### config.mk
export PLATFORM = sky130hd
export DESIGN_NAME = line_position_with_side_marks_unit
export DESIGN_NICKNAME = d
export VERILOG_FILES = /design/src/hdl/lpsm_pkg.sv /design/src/hdl/lpsm_dp.sv /design/src/hdl/lpsm_ctrl.sv /design/src/hdl/line_position_with_side_marks_unit.sv
export SDC_FILE = /design/constraint.sdc
export NUM_CORES = 1
export LEC_CHECK = 0
export BUFFER_PORTS_ARGS = -buffer_cell sky130_fd_sc_hd__buf_2
export CAP_MARGIN = 0
export CORE_MARGIN = 10
export CORE_UTILIZATION = 40
export CTS_BUF_LIST = sky130_fd_sc_hd__clkbuf_4 sky130_fd_sc_hd__clkbuf_8
export CTS_CLUSTER_SIZE = 30
export DETAILED_ROUTE_END_ITERATION = 8
export SLEW_MARGIN = 20
export SYNTH_ARGS = -nofsm -noshare
export SYNTH_HDL_FRONTEND = slang
export SYNTH_HIERARCHICAL = 1
export SYNTH_SLANG_ARGS = --single-unit
export TNS_END_PERCENT = 30
### constraint.sdc
create_clock -name aclk -period 13.3 [get_ports aclk]
set_input_delay 0 -clock aclk [delete_from_list [all_inputs] [get_ports aclk]]
set_output_delay 0 -clock aclk [all_outputs]
set_load 0.02 [all_outputs]
### src/hdl/lpsm_pkg.sv
// Shared types and constants for the line position unit.
// Command/status structs between controller and datapath, field widths, register codes.
// No dependencies.
`default_nettype none

package lpsm_pkg;

    localparam int SENS_W           = 10;
    localparam int POS_W            = 13;
    localparam int MARK_W           = 3;
    localparam int POS_STEP         = 1000;
    localparam int SENSOR_PORTS     = 8;
    localparam int SENSOR_COUNT_DEF = 8;

    // Configuration registers
    localparam int CFG_IDX_W = 1;
    localparam logic [CFG_IDX_W-1:0] CFG_LINE_THR  = 1'b0;
    localparam logic [CFG_IDX_W-1:0] CFG_NOISE_THR = 1'b1;
    localparam logic [SENS_W-1:0] LINE_THR_RST  = SENS_W'(300);
    localparam logic [SENS_W-1:0] NOISE_THR_RST = SENS_W'(50);

    // Side-mark codes
    localparam logic [MARK_W-1:0] MARK_NONE    = 3'd0;
    localparam logic [MARK_W-1:0] MARK_RIGHT   = 3'd1;
    localparam logic [MARK_W-1:0] MARK_LEFT    = 3'd2;
    localparam logic [MARK_W-1:0] MARK_BOTH    = 3'd3;
    localparam logic [MARK_W-1:0] MARK_UNKNOWN = 3'd4;

    typedef struct packed {
        logic load;      // capture a new request
        logic scan;      // run detection step at idx
        logic acc;       // centroid accumulation step at idx
        logic div_init;  // seed the divider
        logic div_step;  // one quotient bit
        logic emit;      // load output registers, update stored position after a divide
    } dp_cmd_t;

    typedef struct packed {
        logic no_run;
        logic no_weight;
    } dp_status_t;

endpackage

`default_nettype wire

### src/hdl/lpsm_dp.sv
// Datapath: config registers, sensor capture, run scan, weighted sums, divider, output regs.
// Driven step by step by lpsm_ctrl; depends on lpsm_pkg.
`default_nettype none

module lpsm_dp #(
    parameter int SENSOR_COUNT = lpsm_pkg::SENSOR_COUNT_DEF
) (
    input  wire logic                                            aclk,
    input  wire logic                                            aresetn,
    input  wire logic                                            cfg_wr_en,
    input  wire logic [lpsm_pkg::CFG_IDX_W-1:0]                  cfg_addr,
    input  wire logic [lpsm_pkg::SENS_W-1:0]                     cfg_wdata,
    input  wire logic [SENSOR_COUNT-1:0][lpsm_pkg::SENS_W-1:0]   sensors,
    input  wire lpsm_pkg::dp_cmd_t                               cmd,
    input  wire logic [$clog2(SENSOR_COUNT)-1:0]                 idx,
    output lpsm_pkg::dp_status_t                                 status,
    output logic [lpsm_pkg::POS_W-1:0]                           line_position,
    output logic [lpsm_pkg::MARK_W-1:0]                          mark_code
);
    import lpsm_pkg::*;

    localparam int IDX_W   = $clog2(SENSOR_COUNT);
    localparam int RUN_W   = $clog2((SENSOR_COUNT + 1) / 2 + 1);
    localparam int SENS_MAX = (1 << SENS_W) - 1;
    localparam int DEN_W   = $clog2(SENSOR_COUNT * SENS_MAX + 1);
    localparam int NUM_W   =
        $clog2(SENS_MAX * POS_STEP * (SENSOR_COUNT * (SENSOR_COUNT - 1) / 2) + 1);
    localparam int DIST_W  = POS_W + 1;
    localparam int SPAN    = (SENSOR_COUNT - 1) * POS_STEP;
    localparam int HALF    = SPAN / 2;
    localparam int TERM_W  = SENS_W + POS_W;

    logic [SENS_W-1:0]       line_thr_reg, noise_thr_reg;
    logic [SENS_W-1:0]       val_reg [SENSOR_COUNT];
    logic [SENSOR_COUNT-1:0] above_reg;
    logic [POS_W-1:0]        last_reg;

    logic [IDX_W-1:0]        cur_start_reg, best_s_reg, best_e_reg;
    logic [RUN_W-1:0]        runs_reg, best_ord_reg;
    logic [DIST_W-1:0]       best_d_reg;

    logic [NUM_W-1:0]        num_reg;
    logic [DEN_W-1:0]        den_reg;
    logic [DEN_W-1:0]        rem_reg;
    logic [POS_W-1:0]        quo_reg;

    logic [POS_W-1:0]        line_position_reg;
    logic [MARK_W-1:0]       mark_code_reg;

    // Scan step
    logic [SENSOR_COUNT-1:0] prev_mask, next_mask;
    logic                    run_start, run_end;
    logic [IDX_W-1:0]        run_s;
    logic [IDX_W:0]          sum_se;
    logic [DIST_W-1:0]       two_last, mid, run_dist;
    logic                    take_run;

    // Accumulate step
    logic [SENS_W-1:0]       cur_val;
    logic                    in_best, drop, keep;
    logic [SENS_W-1:0]       weight;
    logic [POS_W-1:0]        idx_pos;
    logic [TERM_W-1:0]       term;

    // Divider step
    logic [DEN_W:0]          trial;
    logic                    ge;

    // Output selection
    logic [POS_W-1:0]        pos_out;
    logic [MARK_W-1:0]       mark_out;
    logic                    upd_last;

    assign prev_mask = {above_reg[SENSOR_COUNT-2:0], 1'b0};
    assign next_mask = {1'b0, above_reg[SENSOR_COUNT-1:1]};

    always_comb begin
        run_start = above_reg[idx] & ~prev_mask[idx];
        run_end   = above_reg[idx] & ~next_mask[idx];
        run_s     = run_start ? idx : cur_start_reg;
        sum_se    = {1'b0, run_s} + {1'b0, idx};
        two_last  = {last_reg, 1'b0};
        mid       = DIST_W'(sum_se) * DIST_W'(POS_STEP);
        run_dist  = (two_last > mid) ? (two_last - mid) : (mid - two_last);
        // first run always taken, later ones only when strictly nearer
        take_run  = (runs_reg == '0) || (run_dist < best_d_reg);
    end

    always_comb begin
        cur_val = val_reg[idx];
        in_best = (idx >= best_s_reg) && (idx <= best_e_reg);
        drop    = above_reg[idx] && (runs_reg > RUN_W'(1)) && !in_best;
        keep    = (cur_val > noise_thr_reg) && !drop;
        weight  = keep ? cur_val : '0;
        idx_pos = POS_W'(idx) * POS_W'(POS_STEP);
        term    = TERM_W'(weight) * TERM_W'(idx_pos);
    end

    always_comb begin
        trial = {rem_reg, quo_reg[POS_W-1]};
        ge    = (trial >= {1'b0, den_reg});
    end

    always_comb begin
        upd_last = 1'b0;
        if (status.no_run) begin
            pos_out = (last_reg < POS_W'(HALF)) ? '0 : POS_W'(SPAN);
        end else if (status.no_weight) begin
            pos_out = last_reg;
        end else begin
            pos_out  = quo_reg;
            upd_last = 1'b1;
        end

        if (status.no_run || runs_reg <= RUN_W'(1)) begin
            mark_out = MARK_NONE;
        end else if (best_ord_reg == '0) begin
            mark_out = MARK_RIGHT;
        end else if (best_ord_reg == RUN_W'(1) && runs_reg == RUN_W'(2)) begin
            mark_out = MARK_LEFT;
        end else if (best_ord_reg == RUN_W'(1) && runs_reg == RUN_W'(3)) begin
            mark_out = MARK_BOTH;
        end else begin
            mark_out = MARK_UNKNOWN;
        end
    end

    always_ff @(posedge aclk) begin
        if (!aresetn) begin
            line_thr_reg  <= LINE_THR_RST;
            noise_thr_reg <= NOISE_THR_RST;
            last_reg      <= '0;
        end else begin
            if (cfg_wr_en) begin
                unique case (cfg_addr)
                    CFG_LINE_THR:  line_thr_reg  <= cfg_wdata;
                    CFG_NOISE_THR: noise_thr_reg <= cfg_wdata;
                    default: ;
                endcase
            end
            if (cmd.emit && upd_last) begin
                last_reg <= pos_out;
            end
        end
    end

    always_ff @(posedge aclk) begin
        if (cmd.load) begin
            for (int k = 0; k < SENSOR_COUNT; k++) begin
                val_reg[k]   <= sensors[k];
                above_reg[k] <= (sensors[k] > line_thr_reg);
            end
            runs_reg <= '0;
            num_reg  <= '0;
            den_reg  <= '0;
        end
        if (cmd.scan) begin
            if (run_start) begin
                cur_start_reg <= idx;
            end
            if (run_end) begin
                runs_reg <= runs_reg + RUN_W'(1);
                if (take_run) begin
                    best_s_reg   <= run_s;
                    best_e_reg   <= idx;
                    best_d_reg   <= run_dist;
                    best_ord_reg <= runs_reg;
                end
            end
        end
        if (cmd.acc) begin
            num_reg <= num_reg + NUM_W'(term);
            den_reg <= den_reg + DEN_W'(weight);
        end
        // quotient fits in POS_W bits, so the upper numerator bits start below den
        if (cmd.div_init) begin
            rem_reg <= DEN_W'(num_reg >> POS_W);
            quo_reg <= num_reg[POS_W-1:0];
        end
        if (cmd.div_step) begin
            rem_reg <= ge ? DEN_W'(trial - {1'b0, den_reg}) : trial[DEN_W-1:0];
            quo_reg <= {quo_reg[POS_W-2:0], ge};
        end
        if (cmd.emit) begin
            line_position_reg <= pos_out;
            mark_code_reg     <= mark_out;
        end
    end

    assign status.no_run    = ~|above_reg;
    assign status.no_weight = (den_reg == '0);
    assign line_position    = line_position_reg;
    assign mark_code        = mark_code_reg;

endmodule

`default_nettype wire

### src/hdl/lpsm_ctrl.sv
// Controller: sequences scan, accumulate and divide phases and owns the handshakes.
// Issues dp_cmd_t to lpsm_dp; depends on lpsm_pkg.
`default_nettype none

module lpsm_ctrl #(
    parameter int SENSOR_COUNT = lpsm_pkg::SENSOR_COUNT_DEF
) (
    input  wire logic                             aclk,
    input  wire logic                             aresetn,
    input  wire logic                             s_valid,
    output logic                                  s_ready,
    output logic                                  m_valid,
    input  wire logic                             m_ready,
    input  wire lpsm_pkg::dp_status_t             status,
    output lpsm_pkg::dp_cmd_t                     cmd,
    output logic [$clog2(SENSOR_COUNT)-1:0]       idx
);
    import lpsm_pkg::*;

    localparam int IDX_W = $clog2(SENSOR_COUNT);
    localparam int STEPS = (SENSOR_COUNT > POS_W) ? SENSOR_COUNT : POS_W;
    localparam int CNT_W = $clog2(STEPS);

    typedef enum logic [2:0] {
        ST_IDLE,
        ST_SCAN,
        ST_ACCUM,
        ST_DINIT,
        ST_DIV,
        ST_DONE
    } state_t;

    state_t           state_reg, state_next;
    logic [CNT_W-1:0] cnt_reg, cnt_next;
    logic             m_valid_reg, m_valid_next;
    logic             out_free, last_sensor, last_bit;

    assign out_free    = !m_valid_reg || m_ready;
    assign last_sensor = (cnt_reg == CNT_W'(SENSOR_COUNT - 1));
    assign last_bit    = (cnt_reg == CNT_W'(POS_W - 1));

    always_comb begin
        state_next = state_reg;
        cnt_next   = cnt_reg;
        cmd        = '0;
        unique case (state_reg)
            ST_IDLE: begin
                cmd.load = s_valid;
                cnt_next = '0;
                if (s_valid) begin
                    state_next = ST_SCAN;
                end
            end
            ST_SCAN: begin
                cmd.scan = 1'b1;
                cnt_next = cnt_reg + CNT_W'(1);
                if (last_sensor) begin
                    cnt_next   = '0;
                    state_next = status.no_run ? ST_DONE : ST_ACCUM;
                end
            end
            ST_ACCUM: begin
                cmd.acc  = 1'b1;
                cnt_next = cnt_reg + CNT_W'(1);
                if (last_sensor) begin
                    cnt_next   = '0;
                    state_next = ST_DINIT;
                end
            end
            ST_DINIT: begin
                cmd.div_init = 1'b1;
                cnt_next     = '0;
                // nothing weighted: skip the divide, stored position is repeated
                state_next   = status.no_weight ? ST_DONE : ST_DIV;
            end
            ST_DIV: begin
                cmd.div_step = 1'b1;
                cnt_next     = cnt_reg + CNT_W'(1);
                if (last_bit) begin
                    state_next = ST_DONE;
                end
            end
            ST_DONE: begin
                cmd.emit = out_free;
                if (out_free) begin
                    state_next = ST_IDLE;
                end
            end
            default: begin
                state_next = ST_IDLE;
            end
        endcase
        m_valid_next = cmd.emit || (m_valid_reg && !m_ready);
    end

    always_ff @(posedge aclk) begin
        if (!aresetn) begin
            state_reg   <= ST_IDLE;
            cnt_reg     <= '0;
            m_valid_reg <= 1'b0;
        end else begin
            state_reg   <= state_next;
            cnt_reg     <= cnt_next;
            m_valid_reg <= m_valid_next;
        end
    end

    assign s_ready = (state_reg == ST_IDLE);
    assign m_valid = m_valid_reg;
    assign idx     = cnt_reg[IDX_W-1:0];

    a_cmd_onehot: assert property (@(posedge aclk) disable iff (!aresetn)
        $onehot0({cmd.load, cmd.scan, cmd.acc, cmd.div_init, cmd.div_step, cmd.emit}))
        else $error("more than one datapath command at once");

    a_emit_free: assert property (@(posedge aclk) disable iff (!aresetn)
        cmd.emit |-> (!m_valid_reg || m_ready))
        else $error("output overwritten while stalled");

    a_emit_valid: assert property (@(posedge aclk) disable iff (!aresetn)
        cmd.emit |=> m_valid_reg)
        else $error("result lost after emit");

    a_accept_scan: assert property (@(posedge aclk) disable iff (!aresetn)
        (s_valid && s_ready) |=> (state_reg == ST_SCAN && cnt_reg == '0))
        else $error("accepted request did not start scan");

endmodule

`default_nettype wire

### src/hdl/line_position_with_side_marks_unit.sv
// Line position unit with side-mark detection.
// Input channel s_*: one request of eight 10-bit reflectance readings (sensor_0 leftmost);
// only the first SENSOR_COUNT readings are used.
// Output channel m_*: line_position (index * 1000, weighted centroid) and mark_code.
// Config port: cfg_wr_en/cfg_addr/cfg_wdata write line_threshold (0) and noise_threshold (1);
// write only while no request is in flight.
// Sequence: a request runs a run scan over the SENSOR_COUNT sensors, a weighted accumulation
// over them, a divider seed step and a 13-bit restoring divide; then the result is loaded
// into the output register. A new request is taken only in idle, once the last result has
// been loaded. With no sensor on the line the result follows straight after the scan; with
// nothing above the noise threshold the divide is skipped.
// Reset: thresholds return to 300 and 50, stored position to 0, no result pending.
// Stall: the result waits in the output register; the block finishes the next request
// and holds it until the register frees, with s_ready low meanwhile.
// Depends on lpsm_pkg, lpsm_ctrl, lpsm_dp.
`default_nettype none

module line_position_with_side_marks_unit #(
    parameter int SENSOR_COUNT = lpsm_pkg::SENSOR_COUNT_DEF
) (
    input  wire logic                             aclk,
    input  wire logic                             aresetn,
    input  wire logic                             cfg_wr_en,
    input  wire logic [lpsm_pkg::CFG_IDX_W-1:0]   cfg_addr,
    input  wire logic [lpsm_pkg::SENS_W-1:0]      cfg_wdata,
    input  wire logic                             s_valid,
    output logic                                  s_ready,
    input  wire logic [lpsm_pkg::SENS_W-1:0]      s_sensor_0,
    input  wire logic [lpsm_pkg::SENS_W-1:0]      s_sensor_1,
    input  wire logic [lpsm_pkg::SENS_W-1:0]      s_sensor_2,
    input  wire logic [lpsm_pkg::SENS_W-1:0]      s_sensor_3,
    input  wire logic [lpsm_pkg::SENS_W-1:0]      s_sensor_4,
    input  wire logic [lpsm_pkg::SENS_W-1:0]      s_sensor_5,
    input  wire logic [lpsm_pkg::SENS_W-1:0]      s_sensor_6,
    input  wire logic [lpsm_pkg::SENS_W-1:0]      s_sensor_7,
    output logic                                  m_valid,
    input  wire logic                             m_ready,
    output logic [lpsm_pkg::POS_W-1:0]            m_line_position,
    output logic [lpsm_pkg::MARK_W-1:0]           m_mark_code
);
    import lpsm_pkg::*;

    logic [SENSOR_PORTS-1:0][SENS_W-1:0]  sens_all;
    dp_cmd_t                              cmd;
    dp_status_t                           status;
    logic [$clog2(SENSOR_COUNT)-1:0]      idx;

    assign sens_all = {s_sensor_7, s_sensor_6, s_sensor_5, s_sensor_4,
                       s_sensor_3, s_sensor_2, s_sensor_1, s_sensor_0};

    lpsm_ctrl #(
        .SENSOR_COUNT(SENSOR_COUNT)
    ) u_ctrl (
        .aclk    (aclk),
        .aresetn (aresetn),
        .s_valid (s_valid),
        .s_ready (s_ready),
        .m_valid (m_valid),
        .m_ready (m_ready),
        .status  (status),
        .cmd     (cmd),
        .idx     (idx)
    );

    lpsm_dp #(
        .SENSOR_COUNT(SENSOR_COUNT)
    ) u_dp (
        .aclk          (aclk),
        .aresetn       (aresetn),
        .cfg_wr_en     (cfg_wr_en),
        .cfg_addr      (cfg_addr),
        .cfg_wdata     (cfg_wdata),
        .sensors       (sens_all[SENSOR_COUNT-1:0]),
        .cmd           (cmd),
        .idx           (idx),
        .status        (status),
        .line_position (m_line_position),
        .mark_code     (m_mark_code)
    );

endmodule

`default_nettype wire
# After elaboration in Yosys (flattened, before gate mapping)
# Memories as Yosys holds them, arrays and structs flattened. A register that Yosys moved wholly into a read port is not among the register bits.
# Cells that the tools add are included.
# word_totals
elab_cells	153
mem_count	1
out_inout_bits	18
ramBits	80
regBits	158
# memory_table
name	words	width	read_ports	rd_clocked_by_memory_dff	write_ports	line	rtl
u_dp.val_reg	8	10	1	1	8	lpsm_dp.sv:34	logic [SENS_W-1:0] val_reg [SENSOR_COUNT];
# classes
mul	3
reduce_logical	33
bitwise	5
n_addsub	8
eq_ne	15
order_cmp	18
muxes	49
# ops
operator	count
13-bit two-way mux	10
10-bit greater-than comparator	9
25-bit two-way mux	2
3-bit two-way mux	13
14-bit subtractor	2
25-bit by 23-bit adder with 25-bit output	1
10-bit by 10-bit multiplier with 20-bit output	1
3-bit case mux with 6 select lines	1
1-bit two-way mux	15
14-bit by 13-bit >= comparator with 1-bit output	1
14-bit greater-than comparator	1
14-bit < comparator	1
14-bit two-way mux	1
13-bit by 10-bit adder with 13-bit output	1
13-bit zero test	1
13-bit by 12-bit < comparator with 1-bit output (second input constant)	1
13-bit subtractor	1
3-bit by 2-bit == test with 1-bit output (second input constant)	4
4-bit case mux with 3 select lines	1
4-bit by 7-bit multiplier with 11-bit output (second input constant)	1
3-bit by 7-bit multiplier with 10-bit output (second input constant)	1
10-bit two-way mux	1
1-bit binary-select mux with 3-bit select	3
3-bit zero test	3
other kinds (29)	55

# Logic depth before layout (Yosys ltp)
# Gate-level depths: netlist of the first run.
# depth
depth_word	12
depth_mapped	45

# By module
# The synthesis of the first run kept the hierarchy.
# modules_own_cells
mod	cells_each	n_inst	area_per_inst_um2	seq_area_each_um2
lpsm_dp	1779	1	18514.0	6426.2
lpsm_ctrl	74	1	574.3	160.2

# Worst setup path after synthesis of the first run
# No wires, ideal clock.
# synth_timing
kind	register to register
startpoint	reg u_ctrl.cnt_reg[0]
endpoint	reg u_dp.num_reg[23], data pin
arrival_ns	9.411
stages_incl_launch_ff	44
slack_ns	3.623
cell_sequence	dfxtp_1 -> buf_4 -> buf_4 -> buf_6 -> buf_6 -> mux4_2 -> mux2_2 -> ha_1 -> and4_1 -> a31oi_1 -> nand2_1 -> a21oi_1 -> nor2_4 -> and2_1 -> buf_2 -> nor2b_1 -> fa_1 -> fa_1 -> [8 not listed] -> and2_1 -> a221o_1 -> nand2_1 -> o21ai_0 -> o21ai_0 -> nand2b_1 -> a21oi_1 -> xnor2_1 -> ha_1 -> clkbuf_1 -> a21oi_1 -> o2111ai_1 -> a41o_1 -> a221o_1 -> o31ai_4 -> o21ai_1 -> xnor2_1 -> nor2_1
# synth_via
elab_chain_len	10
# synth_rtl
element	line	rtl
from (decl)	lpsm_ctrl.sv:34	logic [CNT_W-1:0] cnt_reg, cnt_next;
from (signal assigned)	lpsm_ctrl.sv:103	cnt_reg <= cnt_next;
parallel branches: the longest is 7 deep, another holds 3-bit by 7-bit multiplier with 10-bit output	-	
10-bit by 10-bit multiplier with 20-bit output (*)	lpsm_dp.sv:96	term = TERM_W'(weight) * TERM_W'(idx_pos);
25-bit by 23-bit adder with 25-bit output (*)	lpsm_dp.sv:172	num_reg <= num_reg + NUM_W'(term);
25-bit two-way mux (*)	lpsm_dp.sv:171	if (cmd.acc) begin
to (signal assigned)	lpsm_dp.sv:172	
to (decl)	lpsm_dp.sv:42	logic [NUM_W-1:0] num_reg;
# Mark *: on every way between the ends. The select of a mux whose other input is x is not followed.
# A chain may end at the register's enable or synchronous reset.

# Worst setup path after layout of the first run
# layout_timing
startpoint	reg u_ctrl.cnt_reg[1]
endpoint	reg u_dp.num_reg[23], data pin
# Same word-level chain as after synthesis.

==> qor.csv, run 1 <==
metric,value,unit
finalHoldViolations,0,
routed_wl,49900,µm
timing.final.crit_share,80.0,%
grt_start_max_net_pins,61,
clock.fmax,0.0940,GHz
critPathMaxFanout,29,
fp-row-count,79,
io_pins,114,
maxCapViolCount,0,
status,finished clean,
via_per_inst,5.34,
grt_antenna_before_repair,2,
clock_sinks,234,
cts_resized,0,
grt_util_all_layers,17.6,%
ant_nets,0,
routabilityCongestion,0.911,
wl_per_cell,18.3,µm
htree_levels,2,
synth_seq_area_share,34.5,%
cts_buffers,45,
final_nets,2520,
cts_tree,yes,
die_y,238,µm
path_clk_slew,60,ps
die_area,56900,µm²
area_delta_synth_final,16.8,%
drv_slew,0,
grt_pass1_wl,80000,µm
endpoint_kind,flip-flop,
first_pass_iters,5,
dpl.hpwl,38000,µm
drive_gt1_share,12.9,%
synth_edf_count,190,
clock_skew,44.9,ps
timing.critical_path.required,13600,ps
max_stage_delay,710,ps
core_area,46900,µm²
clock_latency,610,ps
final_cell_mix,"ha_1 (264), inv_1 (213), edfxtp_1 (190)",
crit_type,flip-flop to flip-flop,
syn_nets,2291,
overflow,0,
largest_reg_flops,80,
ys_ff_latch,234,
syn_inst,1853,
slowest_stage,dfxtp_2,
drc,0,
worstReg2RegStart,u_ctrl/cnt_reg[1],
drt-initial-drc-count,1071,
slew_headroom,32.0,%
async_reset_ff_share,0,%
grt_pass1_vias,14900,
final_common_cell,ha_1,
tightest_slew,992,ps
hold_path_class,input pin to flip-flop,
min_from,s_sensor_6[6],
start_util,40.7,%
synth_ff_type,edfxtp_1,
rsz0062_at_grt,false,
vias,14600,
yosys.cell_types.count,85,
avgSynthCellArea,10.3,µm²
die_x,238,µm
finalSetupViolCount,0,
portBuffers,113,
arrival,10930,ps
fin_crit,10630,ps
startpoint,u_ctrl/cnt_reg[1],
cp-start-kind,flip-flop,
fin_tns_setup,0,ps
yosysWarnings,6,
clockBufferDepth,3,
synth_area,19100,µm²
root_buffer,clkbuf_8,
per-layer routing:
metal  up-vias  share of wire (%)  wire [µm]  GRT usage, %
met5         -                  0          0             0
met4         0                2.4       1180          5.26
met3        86                5.0       2490          2.89
met2       417                 48      23800          29.7
met1      7005                 45      22500          22.7
li1       7043                  -          -             -
critical path: cells and delay by family, from the launching register on:
| kind | cells | cell delay (ps) |
|---|---|---|
| AOI/OAI and AO/OA | 13 | 2540 |
| adders and majority gates | 8 | 3480 |
| DFF | 1 | 710 |
| and+or+nand+nor | 8 | 1800 |
| buffers and inverters | 6 | 740 |
| muxes | 2 | 750 |
| xor gates and xnor gates | 2 | 280 |
cell families after synthesis:
logic type / Yosys count / synth area share [%]
AND/OR/NAND/NOR: 482 / 12.2
AO/OA/AOI/OAI: 381 / 13.2
adder cells (fa/ha/maj): 342 / 25.5
buffers and inverters: 268 / 5.75
flip-flops: 234 / 34.5
XOR/XNOR: 74 / 3.40
multiplexers: 72 / 5.45
what timing repair did:
| action | CTS | global route |
|---|---|---|
| setup buffers | 0 | 0 |
| hold endpoints to repair | 134 | 0 |
| hold buffers | 115 | 0 |
layout make-up:
| cell class | instances | area [µm²] |
|---|---|---|
| flip-flops and latches | 234 | 6590 |
| well taps | 607 | 759 |
| fillers | 4318 | 24600 |
| diodes | 2 | 5.00 |
| inverters | 217 | 815 |
| clock inverters | 15 | 120 |
| repair buffers | 233 | 1750 |
| clock buffers | 67 | 822 |
| multi-input cells | 1351 | 11400 |
through the flow:
stage	utilization, %	instances	cell area (µm²)	worst slack (ps)	hold slack [ps]
after detailed placement	43.1	2527	20200	2710	197
after floorplan	-	1853	19100	3620	98.9
final	47.6	2726	22300	2670	129
after global placement	43.1	2527	20200	2960	204
after CTS	47.5	2724	22300	2640	75.4
after global routing	47.6	2726	22300	2020	106
synth_stat cells (12+ instances only):
library cell / count / area share, %
a21boi_0: 29 / 1.1
a21o_1: 56 / 2.2
a21oi_1: 127 / 3.3
a31oi_1: 16 / 0.52
and2_1: 20 / 0.66
and3_1: 27 / 0.88
buf_2: 12 / 0.31
clkbuf_1: 20 / 0.39
dfxtp_1: 44 / 4.6
edfxtp_1: 190 / 30
fa_1: 78 / 8.2
ha_1: 264 / 17
inv_1: 213 / 4.2
mux2_2: 25 / 1.5
mux2i_1: 23 / 1.2
mux4_2: 22 / 2.6
nand2_1: 135 / 2.7
nand2b_1: 25 / 0.82
nand3_1: 19 / 0.50
nand4_1: 26 / 0.85
nor2_1: 133 / 2.6
nor2b_1: 39 / 1.3
nor3_1: 21 / 0.55
o211ai_1: 13 / 0.51
o21a_1: 13 / 0.51
o21ai_0: 51 / 1.3
xnor2_1: 52 / 2.4
xor2_1: 22 / 1.0
worst paths after layout:
check,slack [ps],endpoint,cells after the start
worst max register to register,2670,u_dp/num_reg[23],39
worst min register to register,470,u_dp/noise_thr_reg[2],2
worst min-delay path,130,u_dp/val_reg[6][6],2
worst max-delay path,2670,u_dp/num_reg[23],39
Power of run 1 is left out: the tool's default activity adds up to more than one toggle a clock period on the data nets, which glitch-free logic cannot reach.
==> run 2: changes to the inputs <==
Clock period 13.3 ns to 9.71 ns, I/O delays scaled along.
==> run 2 against run 1 <==
Against the previous run:
- utilization is 0.59 points higher
- maximum frequency is 16% higher
- global-route usage is 0.10 points higher
- die area stayed put
- first-iteration DRC count is 19% lower
- via count hardly changed
- clock-buffer cell count is 13 lower
- critical path depth is 1 higher
- worst hold slack better by 2.7 ps
- final area is 1.2% higher
- largest cell class unchanged
==> qor.csv, run 2 (synthesis gave the netlist of run 1 again) <==
metric,value,unit,change
status,finished clean,,unchanged
start_util,40.7,%,unchanged
clock.fmax,0.109,GHz,was 0.0940 GHz
fp-row-count,79,,unchanged
fin_tns_setup,0,ps,unchanged
hold_end,u_dp/val_reg[4][7],,was u_dp/val_reg[6][6]
drt-initial-drc-count,865,,was 1071
routed_wl,49900,µm,about the same
cts_buffers,43,,was 45
grt_pass1_vias,15200,,was 14.9k
fin_area,22600,µm²,was 22300 µm²
dpl.hpwl,38000,µm,about the same
fin_crit,9180,ps,was 10630 ps
timing.critical_path.required,10020,ps,was 13600 ps
vias,14500,,was 14.6k
grt_util_all_layers,17.7,%,was 17.6%
final_cells,2757,,was 2726
min_from,s_sensor_4[7],,was s_sensor_6[6]
grt_start_max_net_pins,60,,was 61
first_pass_iters,5,,unchanged
maxCapViolCount,0,,unchanged
largest_reg_flops,80,,unchanged
fillers,4310,,was 4318
overflow,0,,unchanged
drc,0,,unchanged
area_delta_synth_final,18.2,%,was 16.8%
cts_tree,yes,,unchanged
crit_type,flip-flop to flip-flop,,unchanged
clockBufferDepth,3,,unchanged
io_pins,114,,unchanged
worstReg2RegStart,u_ctrl/cnt_reg[0],,was u_ctrl/cnt_reg[1]
max_stage_delay,540,ps,was 710 ps
r2r.worst_path.cells,40,,was 39
drive_gt1_share,14.9,%,was 12.9%
tightest_slew,1050,ps,was 992 ps
grt_pass1_wl,80900,µm,was 80000 µm
grt_antenna_before_repair,1,,was 2
holdWs,132,ps,was 129 ps
finalSetupViolCount,0,,unchanged
slew_headroom,29.8,%,was 32.0%
cp-start-kind,flip-flop,,unchanged
die_area,56900,µm²,unchanged
routabilityCongestion,0.881,,was 0.911
hold_path_class,input pin to flip-flop,,unchanged
slowest_stage,fa_1,,was dfxtp_2
clock_sinks,234,,unchanged
root_buffer,clkbuf_8,,unchanged
wl_per_cell,18.1,µm,was 18.3 µm
via_per_inst,5.28,,was 5.34
ant_nets,0,,unchanged
htree_levels,2,,unchanged
path_clk_slew,60,ps,about the same
r2r_slack,530,ps,was 2670 ps
r2r-end,u_dp/num_reg[23],,unchanged
startpoint,u_ctrl/cnt_reg[0],,was u_ctrl/cnt_reg[1]
final_cell_mix,"ha_1 (264), inv_1 (213), edfxtp_1 (190)",,unchanged
endpoint_kind,flip-flop,,unchanged
final_nets,2555,,was 2520
timing.final.crit_share,94.6,%,was 80.0%
finalHoldViolations,0,,unchanged
core_area,46900,µm²,unchanged
die_y,238,µm,unchanged
critPathMaxFanout,12,,was 29
die_x,238,µm,unchanged
placed_area,20400,µm²,was 20200 µm²
clock_skew,22.9,ps,was 44.9 ps
rsz0062_at_grt,false,,unchanged
placed_cells,2560,,was 2527
final_common_cell,ha_1,,unchanged
arrival,9490,ps,was 10930 ps
hold_depth,2,,unchanged
clock_latency,610,ps,about the same
portBuffers,113,,unchanged
drv_slew,0,,unchanged
cpMostUsedCell,fa_1,,
[run 2: cell types whose count changed in the layout (fill, tap and decap cells not counted), moves of 3 or more]
cell / before / now
o21ai_0: 51 / 48
clkinv_2: 5 / 12
clkbuf_8: 51 / 45
a21oi_1: 127 / 123
clkbuf_4: 16 / 10
buf_4: 5 / 39
dlygate4sd3_1: 115 / 110
a21oi_2: 3 / 6
[run 2: final cells by class]
type / count / area, µm² / area share (%)
multi-input combinational: 1352 / 11500 / 50.8
sequential: 234 / 6590 / 29.2
timing repair buffer: 269 / 2070 / 9.17
inverter: 217 / 815 / 3.61
tap: 607 / 759 / 3.37
clock buffer: 54 / 687 / 3.04
clock inverter: 23 / 166 / 0.737
antenna: 1 / 2.50 / 0.0111
[run 2: metal layers]
metal	global-route usage [%]	wire length, µm	up-vias
met2	29.7	23700	360
li1	-	-	7104
met4	5.53	1220	0
met3	2.85	2420	74
met5	0	0	-
met1	22.9	22600	7006
[run 2: repair_timing]
| action | in CTS | in global routing |
|---|---|---|
| resized for setup | 0 | 20 |
| setup endpoints to repair | 0 | 27 |
| hold buffers | 110 | 0 |
| buffers inserted | 0 | 7 |
| hold endpoints to repair | 127 | 0 |
[run 2: through the flow]
step | setup WS, ps | util (%)
2_1_floorplan | 33.2 | -
3_3_place_gp | 430 | 43.6
3_5_place_dp | 144 | 43.6
4_1_cts | 81.8 | 47.8
5_1_grt | 17.0 | 48.2
6_report | 529 | 48.2
[run 2: how the worst max path moves through the flow]
stage,end,slack (ps),cells after the start
detailed placement,u_dp/best_d_reg[1],140,41
floorplan,u_dp/num_reg[23],30,43
global placement,u_dp/num_reg[23],430,39
global route,u_dp/num_reg[23],20,39
finish,u_dp/num_reg[23],530,40
CTS,u_dp/best_d_reg[2],80,41
[run 2: critical path: cells and delay by family, from the launching register on]
family                     cells  cell delay (ps)
AOI/OAI and AO/OA             11             1940
xor gates and xnor gates       2              260
adders and majority gates      8             3480
buffers and inverters          7              680
DFF                            1              420
muxes                          2              870
and+or+nand+nor               10             1230
Power of run 2 is left out for the same reason.
==> run 3: changes to the inputs <==
Settings changed: CELL_PAD_IN_SITES_DETAIL_PLACEMENT from default to 1, CELL_PAD_IN_SITES_GLOBAL_PLACEMENT from default to 2, CORE_UTILIZATION 40 to 38, PLACE_DENSITY_LB_ADDON from default to 0.1.
==> run 3 against run 2 <==
Against the previous run:
- cell count up 2.9%
- sequential share of layout area down 0.30 points
- via count up 1.9%
- non-clock buffer count up 8
- maximum frequency down 1.7%
==> qor.csv, run 3 (synthesis gave the netlist of run 1 again) <==
metric,value,unit,change
hold_path_class,input pin to flip-flop,,unchanged
drt-initial-drc-count,637,,was 865
dpl.hpwl,44700,µm,was 38000 µm
cts_buffers,45,,was 43
cp-start-kind,flip-flop,,unchanged
endpoint_kind,flip-flop,,unchanged
first_pass_iters,4,,was 5
tightest_slew,1010,ps,was 1050 ps
rsz0062_at_grt,true,,was false
max_stage_delay,560,ps,was 540 ps
finalHoldViolations,0,,unchanged
slowest_stage,fa_1,,unchanged
die_y,244,µm,was 238 µm
cts_tree,yes,,unchanged
io_pins,114,,unchanged
area_delta_synth_final,19.4,%,was 18.2%
final_util,45.7,%,was 48.2%
holdWs,93.4,ps,was 132 ps
clockBufferDepth,3,,unchanged
fp-row-count,82,,was 79
die_x,244,µm,was 238 µm
htree_levels,2,,unchanged
ant_nets,0,,unchanged
final_cell_mix,"ha_1 (264), inv_1 (212), edfxtp_1 (190)",,"was ha_1 (264), inv_1 (213), edfxtp_1 (190)"
grt_pass1_vias,16000,,was 15.2k
portBuffers,113,,unchanged
arrival,9660,ps,was 9490 ps
grt_util_all_layers,19.2,%,was 17.7%
via_per_inst,5.22,,was 5.28
critPathMaxFanout,12,,unchanged
start_util,38.3,%,was 40.7%
fin_area,22800,µm²,was 22600 µm²
maxCapViolCount,0,,unchanged
grt_antenna_before_repair,2,,was 1
core_area,49900,µm²,was 46900 µm²
drive_gt1_share,15.2,%,was 14.9%
final_nets,2566,,was 2555
slew_headroom,32.7,%,was 29.8%
multi_input_area,11500,µm²,about the same
fin_crit,9340,ps,was 9180 ps
routed_wl,58100,µm,was 49900 µm
drv_slew,0,,unchanged
fillers,5663,,was 4310
clock.fmax,0.107,GHz,was 0.109 GHz
placed_cells,2626,,was 2560
wl_per_cell,20.5,µm,was 18.1 µm
regArea,6590,µm²,about the same
vias,14800,,was 14.5k
final_cells,2838,,was 2757
timing.final.crit_share,96.2,%,was 94.6%
clock_latency,640,ps,was 610 ps
grt_start_max_net_pins,48,,was 60
die_area,59600,µm²,was 56900 µm²
timing.critical_path.required,10030,ps,was 10020 ps
largest_reg_flops,80,,unchanged
path_clk_slew,70,ps,was 60 ps
final_common_cell,ha_1,,unchanged
clock_skew,43.3,ps,was 22.9 ps
finalSetupViolCount,0,,unchanged
drc,0,,unchanged
status,finished clean,,unchanged
placed_area,20500,µm²,was 20400 µm²
grt_pass1_wl,90700,µm,was 80900 µm
crit_type,flip-flop to flip-flop,,unchanged
routabilityCongestion,0.861,,was 0.881
root_buffer,clkbuf_8,,unchanged
cpMostUsedCell,fa_1,,unchanged
clock_sinks,234,,unchanged
overflow,0,,unchanged
[run 3: cell types whose count changed in the layout (fill, tap and decap cells not counted), sizes merged, moves of 2 or more]
cell,delta
clkbuf,+9
buf,+6
dlygate4sd3,+3
bufinv,-2
clkinvlp,-2
[run 3: worst paths after layout]
kind,from,to,slack (ps),cells past startpoint
setup / recovery,u_ctrl/cnt_reg[0],u_dp/num_reg[23],370,37
hold / removal,s_sensor_3[0],u_dp/val_reg[3][0],90,2
hold reg to reg,u_dp/noise_thr_reg[6],u_dp/noise_thr_reg[6],470,2
setup reg to reg,u_ctrl/cnt_reg[0],u_dp/num_reg[23],370,37
[run 3: metrics by stage]
step	worst slack, ps	TNS (ps)
2_1_floorplan	33.2	0
3_3_place_gp	379	0
3_5_place_dp	155	0
4_1_cts	87.1	0
5_1_grt	-47.3	-47.3
6_report	371	0
[run 3: cell type report]
| type | instances | share of cell area, % |
|---|---|---|
| Tap cell | 672 | 3.69 |
| Antenna cell | 2 | 0.0220 |
| Clock buffer | 64 | 3.54 |
| Timing Repair Buffer | 277 | 9.45 |
| Sequential cell | 234 | 28.9 |
| Multi-Input combinational cell | 1353 | 50.3 |
| Inverter | 217 | 3.57 |
| Clock inverter | 19 | 0.500 |
[run 3: layer usage]
layer	wire length [µm]	vias up	part of all wire [%]	track usage, %
li1	-	7129	-	-
met5	0	-	0	0
met1	26300	7362	45	24.5
met2	28200	254	49	32.9
met3	1930	82	3.3	2.96
met4	1580	0	2.7	5.97
[run 3: worst max-delay path, delay by kind of cell (launching register included)]
family / cells / cell delay (ps)
adder cells (fa/ha/maj): 8 / 3560
multiplexers: 2 / 850
AO/OA/AOI/OAI: 13 / 2420
buffers and inverters: 5 / 490
flip-flops: 1 / 400
XOR/XNOR: 2 / 280
AND/OR/NAND/NOR: 7 / 990
[run 3: timing repair]
| item | in CTS | in global routing |
|---|---|---|
| hold buffers | 113 | 0 |
| setup buffers | 0 | 11 |
| endpoints found under the hold margin | 122 | 0 |
| gates resized for setup | 0 | 19 |
| setup endpoints to repair | 0 | 27 |
Power of run 3 is left out for the same reason.
